===== config.mk =====
export PLATFORM = sky130hd
export DESIGN_NAME = frame_receiver_destuff_check_flat
export DESIGN_NICKNAME = d
export VERILOG_FILES = /design/src/rtl/frd_pkg.sv /design/src/rtl/frd_in_if.sv /design/src/rtl/frd_out_if.sv /design/src/rtl/frame_receiver_destuff_check.sv /design/src/flat_wrapper.sv
export SDC_FILE = /design/constraint.sdc
export NUM_CORES = 1
export LEC_CHECK = 0
export BUFFER_PORTS_ARGS = -buffer_cell sky130_fd_sc_hd__buf_4
export CAP_MARGIN = 15
export CORE_ASPECT_RATIO = 0.9
export CORE_MARGIN = 3
export CORE_UTILIZATION = 53
export CTS_CLUSTER_SIZE = 20
export DETAILED_ROUTE_END_ITERATION = 10
export PLACE_DENSITY = 0.76
export SYNTH_ARGS = -nofsm -noshare
export SYNTH_HDL_FRONTEND = slang
export SYNTH_SLANG_ARGS = --single-unit

===== constraint.sdc =====
create_clock -name clk -period 2.5 [get_ports clk]
set_input_delay 0 -clock clk [delete_from_list [all_inputs] [get_ports clk]]
set_output_delay 0 -clock clk [all_outputs]
set_load 0.02 [all_outputs]

===== src/rtl/frd_pkg.sv =====
`timescale 1ns / 1ps
`default_nettype none
// ----------------------------------------------------------------------------
// frd_pkg: shared definitions for the frame receiver
// Frame phases, link code bytes, payload limit and register indexes.
// ----------------------------------------------------------------------------
package frd_pkg;

    typedef enum logic [2:0] {
        PH_START = 3'd0,
        PH_FLAG  = 3'd1,
        PH_ADDR  = 3'd2,
        PH_CTRL  = 3'd3,
        PH_HDR   = 3'd4,
        PH_STOP  = 3'd5
    } phase_t;

    localparam logic [7:0] C_FLAG     = 8'h7E;
    localparam logic [7:0] C_ESC      = 8'h7D;
    localparam logic [7:0] C_ESC_FLAG = 8'h5E;
    localparam logic [7:0] C_ESC_ESC  = 8'h5D;
    localparam logic [7:0] C_SET      = 8'h03;
    localparam logic [7:0] C_RR0      = 8'hAA;
    localparam logic [7:0] C_RR1      = 8'hAB;
    localparam logic [7:0] C_REJ0     = 8'h54;
    localparam logic [7:0] C_REJ1     = 8'h55;
    localparam logic [7:0] C_I0       = 8'h00;
    localparam logic [7:0] C_I1       = 8'h80;

    localparam int MAX_PAYLOAD = 1024;
    localparam int COUNT_W     = $clog2(MAX_PAYLOAD + 1);
    localparam logic [COUNT_W-1:0] MAX_COUNT = COUNT_W'(MAX_PAYLOAD);

    localparam int CFG_IDX_W = 2;
    localparam logic [CFG_IDX_W-1:0] REG_RECEIVER_SIDE    = 2'd0;
    localparam logic [CFG_IDX_W-1:0] REG_EXPECTED_ADDRESS = 2'd1;
    localparam logic [CFG_IDX_W-1:0] REG_EXPECTED_CONTROL = 2'd2;

    localparam logic       RST_RECEIVER_SIDE    = 1'b1;
    localparam logic [7:0] RST_EXPECTED_ADDRESS = 8'h03;
    localparam logic [7:0] RST_EXPECTED_CONTROL = 8'h00;

    localparam logic OP_BYTE    = 1'b0;
    localparam logic OP_RESTART = 1'b1;

endpackage
`default_nettype wire


===== src/rtl/frd_in_if.sv =====
`timescale 1ns / 1ps
`default_nettype none
// ----------------------------------------------------------------------------
// frd_in_if: input word channel of the frame receiver
// Carries one line byte or a restart request per word.
// ----------------------------------------------------------------------------
interface frd_in_if;
    logic       valid;
    logic       ready;
    logic       opcode;
    logic [7:0] rx_byte;

    modport source (output valid, output opcode, output rx_byte, input ready);
    modport sink   (input valid, input opcode, input rx_byte, output ready);
endinterface
`default_nettype wire


===== src/rtl/frd_out_if.sv =====
`timescale 1ns / 1ps
`default_nettype none
// ----------------------------------------------------------------------------
// frd_out_if: result word channel of the frame receiver
// Carries the phase, the destuffed data byte and the per-step status bits.
// ----------------------------------------------------------------------------
interface frd_out_if;
    logic       valid;
    logic       ready;
    logic [2:0] phase;
    logic       data_valid;
    logic [7:0] data_byte;
    logic       frame_done;
    logic       reject;
    logic       set_seen;
    logic       duplicate;
    logic       header_error;
    logic       payload_error;
    logic       overflow;

    modport source (
        output valid, output phase, output data_valid, output data_byte,
        output frame_done, output reject, output set_seen, output duplicate,
        output header_error, output payload_error, output overflow,
        input ready
    );
    modport sink (
        input valid, input phase, input data_valid, input data_byte,
        input frame_done, input reject, input set_seen, input duplicate,
        input header_error, input payload_error, input overflow,
        output ready
    );
endinterface
`default_nettype wire


===== src/rtl/frame_receiver_destuff_check.sv =====
`timescale 1ns / 1ps
`default_nettype none
// ----------------------------------------------------------------------------
// frame_receiver_destuff_check: byte-wise frame receiver with destuffing
// Tracks flag, address, control and header check, destuffs the payload,
// checks its trailing XOR byte and reports one result word per input word.
// ----------------------------------------------------------------------------
// The block takes one word per clock cycle and returns exactly one result
// word for it in the next cycle. All decisions for a word are made by a
// single level of logic from the stored frame state, and the result lands in
// an output register; a new word is accepted whenever that register is empty
// or is being taken in the same cycle, so a stalled consumer costs throughput
// only while the register is full. A restart word (opcode 1) drops the
// current frame and returns to the start phase with all frame flags cleared;
// the three configuration registers keep their values and should be written
// only while no result word is outstanding. Payload bytes come out destuffed
// and delayed by one stored byte, so the final check byte is never shown.
// ----------------------------------------------------------------------------
module frame_receiver_destuff_check (
    input  wire logic                          clk,
    input  wire logic                          rst_n,
    input  wire logic                          cfg_we,
    input  wire logic [frd_pkg::CFG_IDX_W-1:0] cfg_index,
    input  wire logic [7:0]                    cfg_data,
    frd_in_if.sink                             din,
    frd_out_if.source                          dout
);
    import frd_pkg::*;

    // Configuration registers.
    logic       receiver_side_reg;
    logic [7:0] exp_addr_reg;
    logic [7:0] exp_ctrl_reg;

    // Frame state and its next values.
    phase_t             phase_reg, phase_next;
    logic               reject_reg, reject_next;
    logic               set_reg, set_next;
    logic               dup_reg, dup_next;
    logic               esc_reg, esc_next;
    logic [7:0]         hxor_reg, hxor_next;
    logic [7:0]         pxor_reg, pxor_next;
    logic [7:0]         held_reg, held_next;
    logic [COUNT_W-1:0] count_reg, count_next;

    // Result word register.
    logic       out_valid_reg;
    phase_t     out_phase_reg;
    logic       out_dv_reg, out_dv_next;
    logic [7:0] out_dbyte_reg, out_dbyte_next;
    logic       out_done_reg, out_done_next;
    logic       out_herr_reg, out_herr_next;
    logic       out_perr_reg, out_perr_next;
    logic       out_ovf_reg, out_ovf_next;
    logic       out_rej_reg, out_set_reg, out_dup_reg;

    logic       accept;
    logic       restart;
    logic [7:0] b;

    // Control byte classification in the address phase.
    logic ctrl_match, ctrl_rej, ctrl_set, ctrl_dup, ctrl_ok;
    // Payload byte classification in the header-ok phase.
    logic       data_mode;
    logic       room;
    logic       esc_store;
    logic       esc_bad;
    logic [7:0] esc_value;
    logic       pay_empty_or_bad;

    assign din.ready = !out_valid_reg || dout.ready;
    assign accept    = din.valid && din.ready;
    assign restart   = (din.opcode == OP_RESTART);
    assign b         = din.rx_byte;

    // The opposite REJ is only taken by a sender waiting on an RR; SET and the
    // opposite I-frame number only by a receiver. An exact match wins first.
    always_comb
    begin
        ctrl_match = (b == exp_ctrl_reg);
        ctrl_rej   = !ctrl_match && !receiver_side_reg &&
                     (((exp_ctrl_reg == C_RR0) && (b == C_REJ1)) ||
                      ((exp_ctrl_reg == C_RR1) && (b == C_REJ0)));
        ctrl_set   = !ctrl_match && !ctrl_rej && receiver_side_reg && (b == C_SET);
        ctrl_dup   = !ctrl_match && !ctrl_rej && !ctrl_set && receiver_side_reg &&
                     (((exp_ctrl_reg == C_I0) && (b == C_I1)) ||
                      ((exp_ctrl_reg == C_I1) && (b == C_I0)));
        ctrl_ok    = ctrl_match || ctrl_rej || ctrl_set || ctrl_dup;
    end

    // Destuffing: an escape byte is swallowed and modifies the next byte; any
    // byte after an escape other than the two escaped codes is dropped.
    always_comb
    begin
        data_mode        = receiver_side_reg && !set_reg;
        room             = (count_reg < MAX_COUNT);
        esc_store        = 1'b1;
        esc_bad          = 1'b0;
        esc_value        = b;
        pay_empty_or_bad = (count_reg == '0) || (pxor_reg != 8'h00);
        if (esc_reg)
        begin
            if (b == C_ESC_FLAG)
            begin
                esc_value = C_FLAG;
            end
            else if (b == C_ESC_ESC)
            begin
                esc_value = C_ESC;
            end
            else
            begin
                esc_bad   = 1'b1;
                esc_store = 1'b0;
            end
        end
        else if (b == C_ESC)
        begin
            esc_store = 1'b0;
        end
    end

    // Next frame state.
    always_comb
    begin
        phase_next  = phase_reg;
        reject_next = reject_reg;
        set_next    = set_reg;
        dup_next    = dup_reg;
        esc_next    = esc_reg;
        hxor_next   = hxor_reg;
        pxor_next   = pxor_reg;
        held_next   = held_reg;
        count_next  = count_reg;
        if (restart)
        begin
            phase_next  = PH_START;
            reject_next = 1'b0;
            set_next    = 1'b0;
            dup_next    = 1'b0;
            esc_next    = 1'b0;
            hxor_next   = 8'h00;
            pxor_next   = 8'h00;
            held_next   = 8'h00;
            count_next  = '0;
        end
        else
        begin
            case (phase_reg)
                PH_START:
                begin
                    if (b == C_FLAG)
                    begin
                        phase_next = PH_FLAG;
                    end
                end
                PH_FLAG:
                begin
                    reject_next = 1'b0;
                    set_next    = 1'b0;
                    dup_next    = 1'b0;
                    pxor_next   = 8'h00;
                    if (b == exp_addr_reg)
                    begin
                        phase_next = PH_ADDR;
                        hxor_next  = b;
                    end
                    else if (b != C_FLAG)
                    begin
                        phase_next = PH_START;
                    end
                end
                PH_ADDR:
                begin
                    if (ctrl_ok)
                    begin
                        phase_next = PH_CTRL;
                        hxor_next  = hxor_reg ^ b;
                        if (ctrl_rej)
                        begin
                            reject_next = 1'b1;
                        end
                        if (ctrl_set)
                        begin
                            set_next = 1'b1;
                        end
                        if (ctrl_dup)
                        begin
                            dup_next = 1'b1;
                        end
                    end
                    else if (b == C_FLAG)
                    begin
                        phase_next = PH_FLAG;
                    end
                    else
                    begin
                        phase_next = PH_START;
                    end
                end
                PH_CTRL:
                begin
                    if (b == hxor_reg)
                    begin
                        count_next = '0;
                        esc_next   = 1'b0;
                        phase_next = PH_HDR;
                    end
                    else if (b == C_FLAG)
                    begin
                        phase_next = PH_FLAG;
                    end
                    else
                    begin
                        phase_next = PH_START;
                    end
                end
                PH_HDR:
                begin
                    if (b == C_FLAG)
                    begin
                        phase_next = PH_STOP;
                        if (data_mode && pay_empty_or_bad)
                        begin
                            reject_next = 1'b1;
                        end
                    end
                    else if (!data_mode || !room)
                    begin
                        phase_next = PH_START;
                    end
                    else
                    begin
                        esc_next = !esc_reg && (b == C_ESC);
                        if (esc_bad)
                        begin
                            reject_next = 1'b1;
                        end
                        if (esc_store)
                        begin
                            held_next  = esc_value;
                            pxor_next  = pxor_reg ^ esc_value;
                            count_next = count_reg + 1'b1;
                        end
                    end
                end
                default:
                begin
                    // The stop phase ignores bytes until a restart.
                end
            endcase
        end
    end

    // Per-word pulse outputs.
    always_comb
    begin
        out_dv_next    = 1'b0;
        out_dbyte_next = 8'h00;
        out_done_next  = 1'b0;
        out_herr_next  = 1'b0;
        out_perr_next  = 1'b0;
        out_ovf_next   = 1'b0;
        if (!restart)
        begin
            case (phase_reg)
                PH_CTRL:
                begin
                    out_herr_next = (b != hxor_reg) && (b != C_FLAG);
                end
                PH_HDR:
                begin
                    if (b == C_FLAG)
                    begin
                        out_done_next = 1'b1;
                        out_perr_next = data_mode && pay_empty_or_bad;
                    end
                    else if (data_mode && !room)
                    begin
                        out_ovf_next = 1'b1;
                    end
                    else if (data_mode && esc_store && (count_reg != '0))
                    begin
                        // The byte held since the last store is now known not to
                        // be the check byte, so it is released.
                        out_dv_next    = 1'b1;
                        out_dbyte_next = held_reg;
                    end
                end
                default:
                begin
                end
            endcase
        end
    end

    always_ff @(posedge clk or negedge rst_n)
    begin
        if (!rst_n)
        begin
            receiver_side_reg <= RST_RECEIVER_SIDE;
            exp_addr_reg      <= RST_EXPECTED_ADDRESS;
            exp_ctrl_reg      <= RST_EXPECTED_CONTROL;
        end
        else if (cfg_we)
        begin
            case (cfg_index)
                REG_RECEIVER_SIDE:    receiver_side_reg <= cfg_data[0];
                REG_EXPECTED_ADDRESS: exp_addr_reg      <= cfg_data;
                REG_EXPECTED_CONTROL: exp_ctrl_reg      <= cfg_data;
                default:
                begin
                end
            endcase
        end
    end

    always_ff @(posedge clk or negedge rst_n)
    begin
        if (!rst_n)
        begin
            phase_reg  <= PH_START;
            reject_reg <= 1'b0;
            set_reg    <= 1'b0;
            dup_reg    <= 1'b0;
            esc_reg    <= 1'b0;
            hxor_reg   <= 8'h00;
            pxor_reg   <= 8'h00;
            held_reg   <= 8'h00;
            count_reg  <= '0;
        end
        else if (accept)
        begin
            phase_reg  <= phase_next;
            reject_reg <= reject_next;
            set_reg    <= set_next;
            dup_reg    <= dup_next;
            esc_reg    <= esc_next;
            hxor_reg   <= hxor_next;
            pxor_reg   <= pxor_next;
            held_reg   <= held_next;
            count_reg  <= count_next;
        end
    end

    always_ff @(posedge clk or negedge rst_n)
    begin
        if (!rst_n)
        begin
            out_valid_reg <= 1'b0;
        end
        else if (accept)
        begin
            out_valid_reg <= 1'b1;
        end
        else if (dout.ready)
        begin
            out_valid_reg <= 1'b0;
        end
    end

    always_ff @(posedge clk)
    begin
        if (accept)
        begin
            out_phase_reg <= phase_next;
            out_dv_reg    <= out_dv_next;
            out_dbyte_reg <= out_dbyte_next;
            out_done_reg  <= out_done_next;
            out_rej_reg   <= reject_next;
            out_set_reg   <= set_next;
            out_dup_reg   <= dup_next;
            out_herr_reg  <= out_herr_next;
            out_perr_reg  <= out_perr_next;
            out_ovf_reg   <= out_ovf_next;
        end
    end

    assign dout.valid         = out_valid_reg;
    assign dout.phase         = out_phase_reg;
    assign dout.data_valid    = out_dv_reg;
    assign dout.data_byte     = out_dbyte_reg;
    assign dout.frame_done    = out_done_reg;
    assign dout.reject        = out_rej_reg;
    assign dout.set_seen      = out_set_reg;
    assign dout.duplicate     = out_dup_reg;
    assign dout.header_error  = out_herr_reg;
    assign dout.payload_error = out_perr_reg;
    assign dout.overflow      = out_ovf_reg;

endmodule
`default_nettype wire


===== src/flat_wrapper.sv =====
// flat-port wrapper written by rule: the top's interface ports become plain ports
module frame_receiver_destuff_check_flat import frd_pkg::*;
  (clk, rst_n, cfg_we, cfg_index, cfg_data, din_valid, din_opcode, din_rx_byte, din_ready, dout_valid, dout_phase, dout_data_valid, dout_data_byte, dout_frame_done, dout_reject, dout_set_seen, dout_duplicate, dout_header_error, dout_payload_error, dout_overflow, dout_ready);
  frd_in_if din_i ();
  frd_out_if dout_i ();
  input  wire logic clk;
  input  wire logic rst_n;
  input  wire logic cfg_we;
  input  wire logic [frd_pkg::CFG_IDX_W-1:0] cfg_index;
  input  wire logic [7:0] cfg_data;
  input wire logic [$bits(din_i.valid)-1:0] din_valid;
  input wire logic [$bits(din_i.opcode)-1:0] din_opcode;
  input wire logic [$bits(din_i.rx_byte)-1:0] din_rx_byte;
  output wire logic [$bits(din_i.ready)-1:0] din_ready;
  output wire logic [$bits(dout_i.valid)-1:0] dout_valid;
  output wire logic [$bits(dout_i.phase)-1:0] dout_phase;
  output wire logic [$bits(dout_i.data_valid)-1:0] dout_data_valid;
  output wire logic [$bits(dout_i.data_byte)-1:0] dout_data_byte;
  output wire logic [$bits(dout_i.frame_done)-1:0] dout_frame_done;
  output wire logic [$bits(dout_i.reject)-1:0] dout_reject;
  output wire logic [$bits(dout_i.set_seen)-1:0] dout_set_seen;
  output wire logic [$bits(dout_i.duplicate)-1:0] dout_duplicate;
  output wire logic [$bits(dout_i.header_error)-1:0] dout_header_error;
  output wire logic [$bits(dout_i.payload_error)-1:0] dout_payload_error;
  output wire logic [$bits(dout_i.overflow)-1:0] dout_overflow;
  input wire logic [$bits(dout_i.ready)-1:0] dout_ready;
  assign din_i.valid = din_valid;
  assign din_i.opcode = din_opcode;
  assign din_i.rx_byte = din_rx_byte;
  assign din_ready = din_i.ready;
  assign dout_valid = dout_i.valid;
  assign dout_phase = dout_i.phase;
  assign dout_data_valid = dout_i.data_valid;
  assign dout_data_byte = dout_i.data_byte;
  assign dout_frame_done = dout_i.frame_done;
  assign dout_reject = dout_i.reject;
  assign dout_set_seen = dout_i.set_seen;
  assign dout_duplicate = dout_i.duplicate;
  assign dout_header_error = dout_i.header_error;
  assign dout_payload_error = dout_i.payload_error;
  assign dout_overflow = dout_i.overflow;
  assign dout_i.ready = dout_ready;
  frame_receiver_destuff_check u_core (.clk(clk), .rst_n(rst_n), .cfg_we(cfg_we), .cfg_index(cfg_index), .cfg_data(cfg_data), .din(din_i), .dout(dout_i));
endmodule

==> results.toml <==
[setup_path]
crit_fanout = 11
critical_path_required_ps = 2730
max_stage_delay_ps = 610
end_kind = "register"
slowest_stage = "or4_1"
crit_path_start_kind = "register"
path_class = "reg2reg"
path_cells = "nor4_1, nand2_1, or4_1, and3_1, mux2i_1, or3_1"
crit_arrival_ps = 2600
timing.rr.start = "u_core.exp_ctrl_reg[2]$_DFFE_PN0P_"
crit_path_start = "u_core.exp_ctrl_reg[2]$_DFFE_PN0P_"

[synth]
synth_top_family_by_area = "simple AND/OR/NAND/NOR gates"
yosysTopAreaCellShare = 0.327
synth.distinct_cells = 57
yosysMostFrequentCell = "dfrtp_1"
syn-num-nets = 459
yosysWarnings = 0
postSynthAreaPerCell_um2 = 10.1
yosys.area_share.simple = 0.223
synth_edf_count = 19
yosys.area.top_type = "dfrtp_1"
async_reset_ff_frac = 0.759
synth-compound-area-share = 0.116
ys_top_cells_by_area = "dfrtp_1, edfxtp_1, mux2_2, xnor2_1, nor2_1"
synth_commonest_cells = "dfrtp_1, nor2_1, nand2_1"
syn-cell-area_um2 = 4370
synth_ff_type = "dfrtp_1"
ys_seq_area_frac = 0.475
synth_xor_area_frac = 0.0762
synthCells = 433
synth_mux_area_frac = 0.0693
ys_ff_latch = 79
synthAdderAreaFrac = 0.00573

[finish]
nNetsFinal = 513
seqCellArea_um2 = 2080
fin_util = 0.659
multi_input_area_um2 = 2150
fill_cells = 625
diodes = 0
area_delta_synth_final_pct = 17.3
largest_reg_flops = 11
drive_above_1_share = 0.222

[timing]
finalSetupViolations = 0
finalCritPeriodShare = 0.947
worst_pin_slew_ps = 747
rsz0062_at_grt = "false"
tns_ps = 0
slew-limit-headroom = 0.502
fin_skew_ps = 9.17
maxSlewViolCount = 0
hold_violations = 0
fin_crit_ps = 2370
max_freq_ghz = 0.422

[die]
core-area_um2 = 7770
num_rows = 30
die_w_um = 102
design.die.area_um2 = 9370
initial_core_util = 0.562
pin_count = 45
dieHeight_um = 92.1

[detailed_routing]
vias_per_cell = 6.09
dr.pass1.iters = 5
wire_per_inst_um = 16.9
wirelength_mm = 9.97
drc = 0
antenna_left = 0
first_iter_violations = 349
vias = 3581

[cts]
cts_tree = "done"
cts.htree.levels = 3
clk_pin_slew_ps = 80
clockRootBuffer = "clkbuf_8"
insertion_delay_ps = 360
clk_path_buf_depth = 2
clock_sinks = 79
cts_inserted_buffers = 9

[hold_path]
min_from = "cfg_index[1]"
hold_class = "in2reg"

[grt]
grt_max_degree = 61
grt.overflow.total = 0
grt_use_total = 0.229
grt_pass1_wl_mm = 16.8
antenna_found_initial = 0
grt_pass1_vias = 3399

[run_status]
status = "finished clean"

[placement]
dp_hpwl_mm = 7.00
port_buffers = 44
gp_congestion = 0.933

[power_and_ir_drop]
vdd_ir_drop_max_v = 0.000380
powerDensity_nw_per_um2 = 581
p_leak_nw = 2.09

[run]
maxCapViolCount = 0
[what timing repair did]
action / 4_1_cts / 5_1_grt
endpoints found under the hold margin: 77 / 0
endpoints found under the setup margin: 0 / 9
hold buffers: 13 / 0
gates resized for setup: 0 / 2
setup buffers: 0 / 0
[cell usage in the layout (no fill, tap or decap), types with 3 or more instances in the layout]
cell / n
a21oi_1: 10
nand4b_1: 3
edfxtp_1: 19
o21a_1: 3
nor2_1: 37
nor3_1: 8
nand2b_1: 5
a31oi_1: 10
and2_1: 13
dfstp_2: 3
clkbuf_8: 9
nand3_1: 16
nand2_1: 28
mux2_2: 26
nor4_1: 10
a31o_2: 3
buf_4: 55
dfrtp_1: 57
dlygate4sd3_1: 13
xnor2_1: 24
and3_1: 7
inv_1: 11
nor2b_1: 10
nor3b_1: 4
nand4_1: 13
o21ai_0: 18
nor4b_1: 3
nand3b_1: 7
or3_1: 3
o211ai_1: 4
xor2_1: 14
or4_1: 3
[final cells by class]
class                      instances  share of cell area
inverter                          12             0.00879
timing repair buffer              68               0.106
clock inverter                     7              0.0125
sequential                        79               0.405
clock buffer                       9              0.0242
multi-input combinational        317               0.420
tap                               96              0.0234
[path summary, 6_finish.rpt]
check	end	slack, ps	cells past startpoint
min	u_core.receiver_side_reg$_DFFE_PN1P_	40	3
min in group asynchronous	u_core.pxor_reg[1]$_DFFE_PN0P_	260	2
max	u_core.hxor_reg[4]$_DFFE_PN0P_	130	6
max reg2reg	u_core.hxor_reg[4]$_DFFE_PN0P_	130	6
min reg2reg	u_core.dup_reg$_DFFE_PN0P_	490	2
max in group asynchronous	u_core.phase_reg[2]$_DFFE_PN0P_	1760	2
[power breakdown]
part           internal, mW  switching (mW)
combinational         0.254           0.248
clock                 0.453           0.475
sequential             1.44           0.101
[logic make-up (layout without fill, tap and decap cells)]
| kind of cell | count (synthesis) | after routing |
|---|---|---|
| buffers and inverters | 37 | 96 |
| AO/OA/AOI/OAI | 73 | 73 |
| flip-flops | 79 | 79 |
| multiplexers | 27 | 27 |
| XOR/XNOR | 38 | 38 |
| AND/OR/NAND/NOR | 177 | 177 |
| adder cells (fa/ha/maj) | 2 | 2 |
[routing by layer]
layer  wire, um  track usage  up-vias
met5          0            0        -
met4        132       0.0687        0
met3        627       0.0395       16
met2       4640        0.349      152
met1       4560        0.333     1739
li1           -            -     1674
[metrics by stage]
stage	area (um^2)	power, mW	std cells	setup WS [ps]	hold slack [ps]
final	5120	2.98	588	133	40.4
after detailed placement	4790	2.05	559	189	122
after global placement	4790	2.04	559	245	116
after global routing	5120	3.11	588	7.94	31.3
after floorplan	4380	1.89	433	99.2	-296
after CTS	5110	2.99	588	171	29.2
[critical path: cells and delay by family (launching register included)]
family	cells	cell delay, ps
flip-flops	1	410
multiplexers	1	140
AND/OR/NAND/NOR	5	1710
No activity file was read; power rests on OpenSTA's default activity.
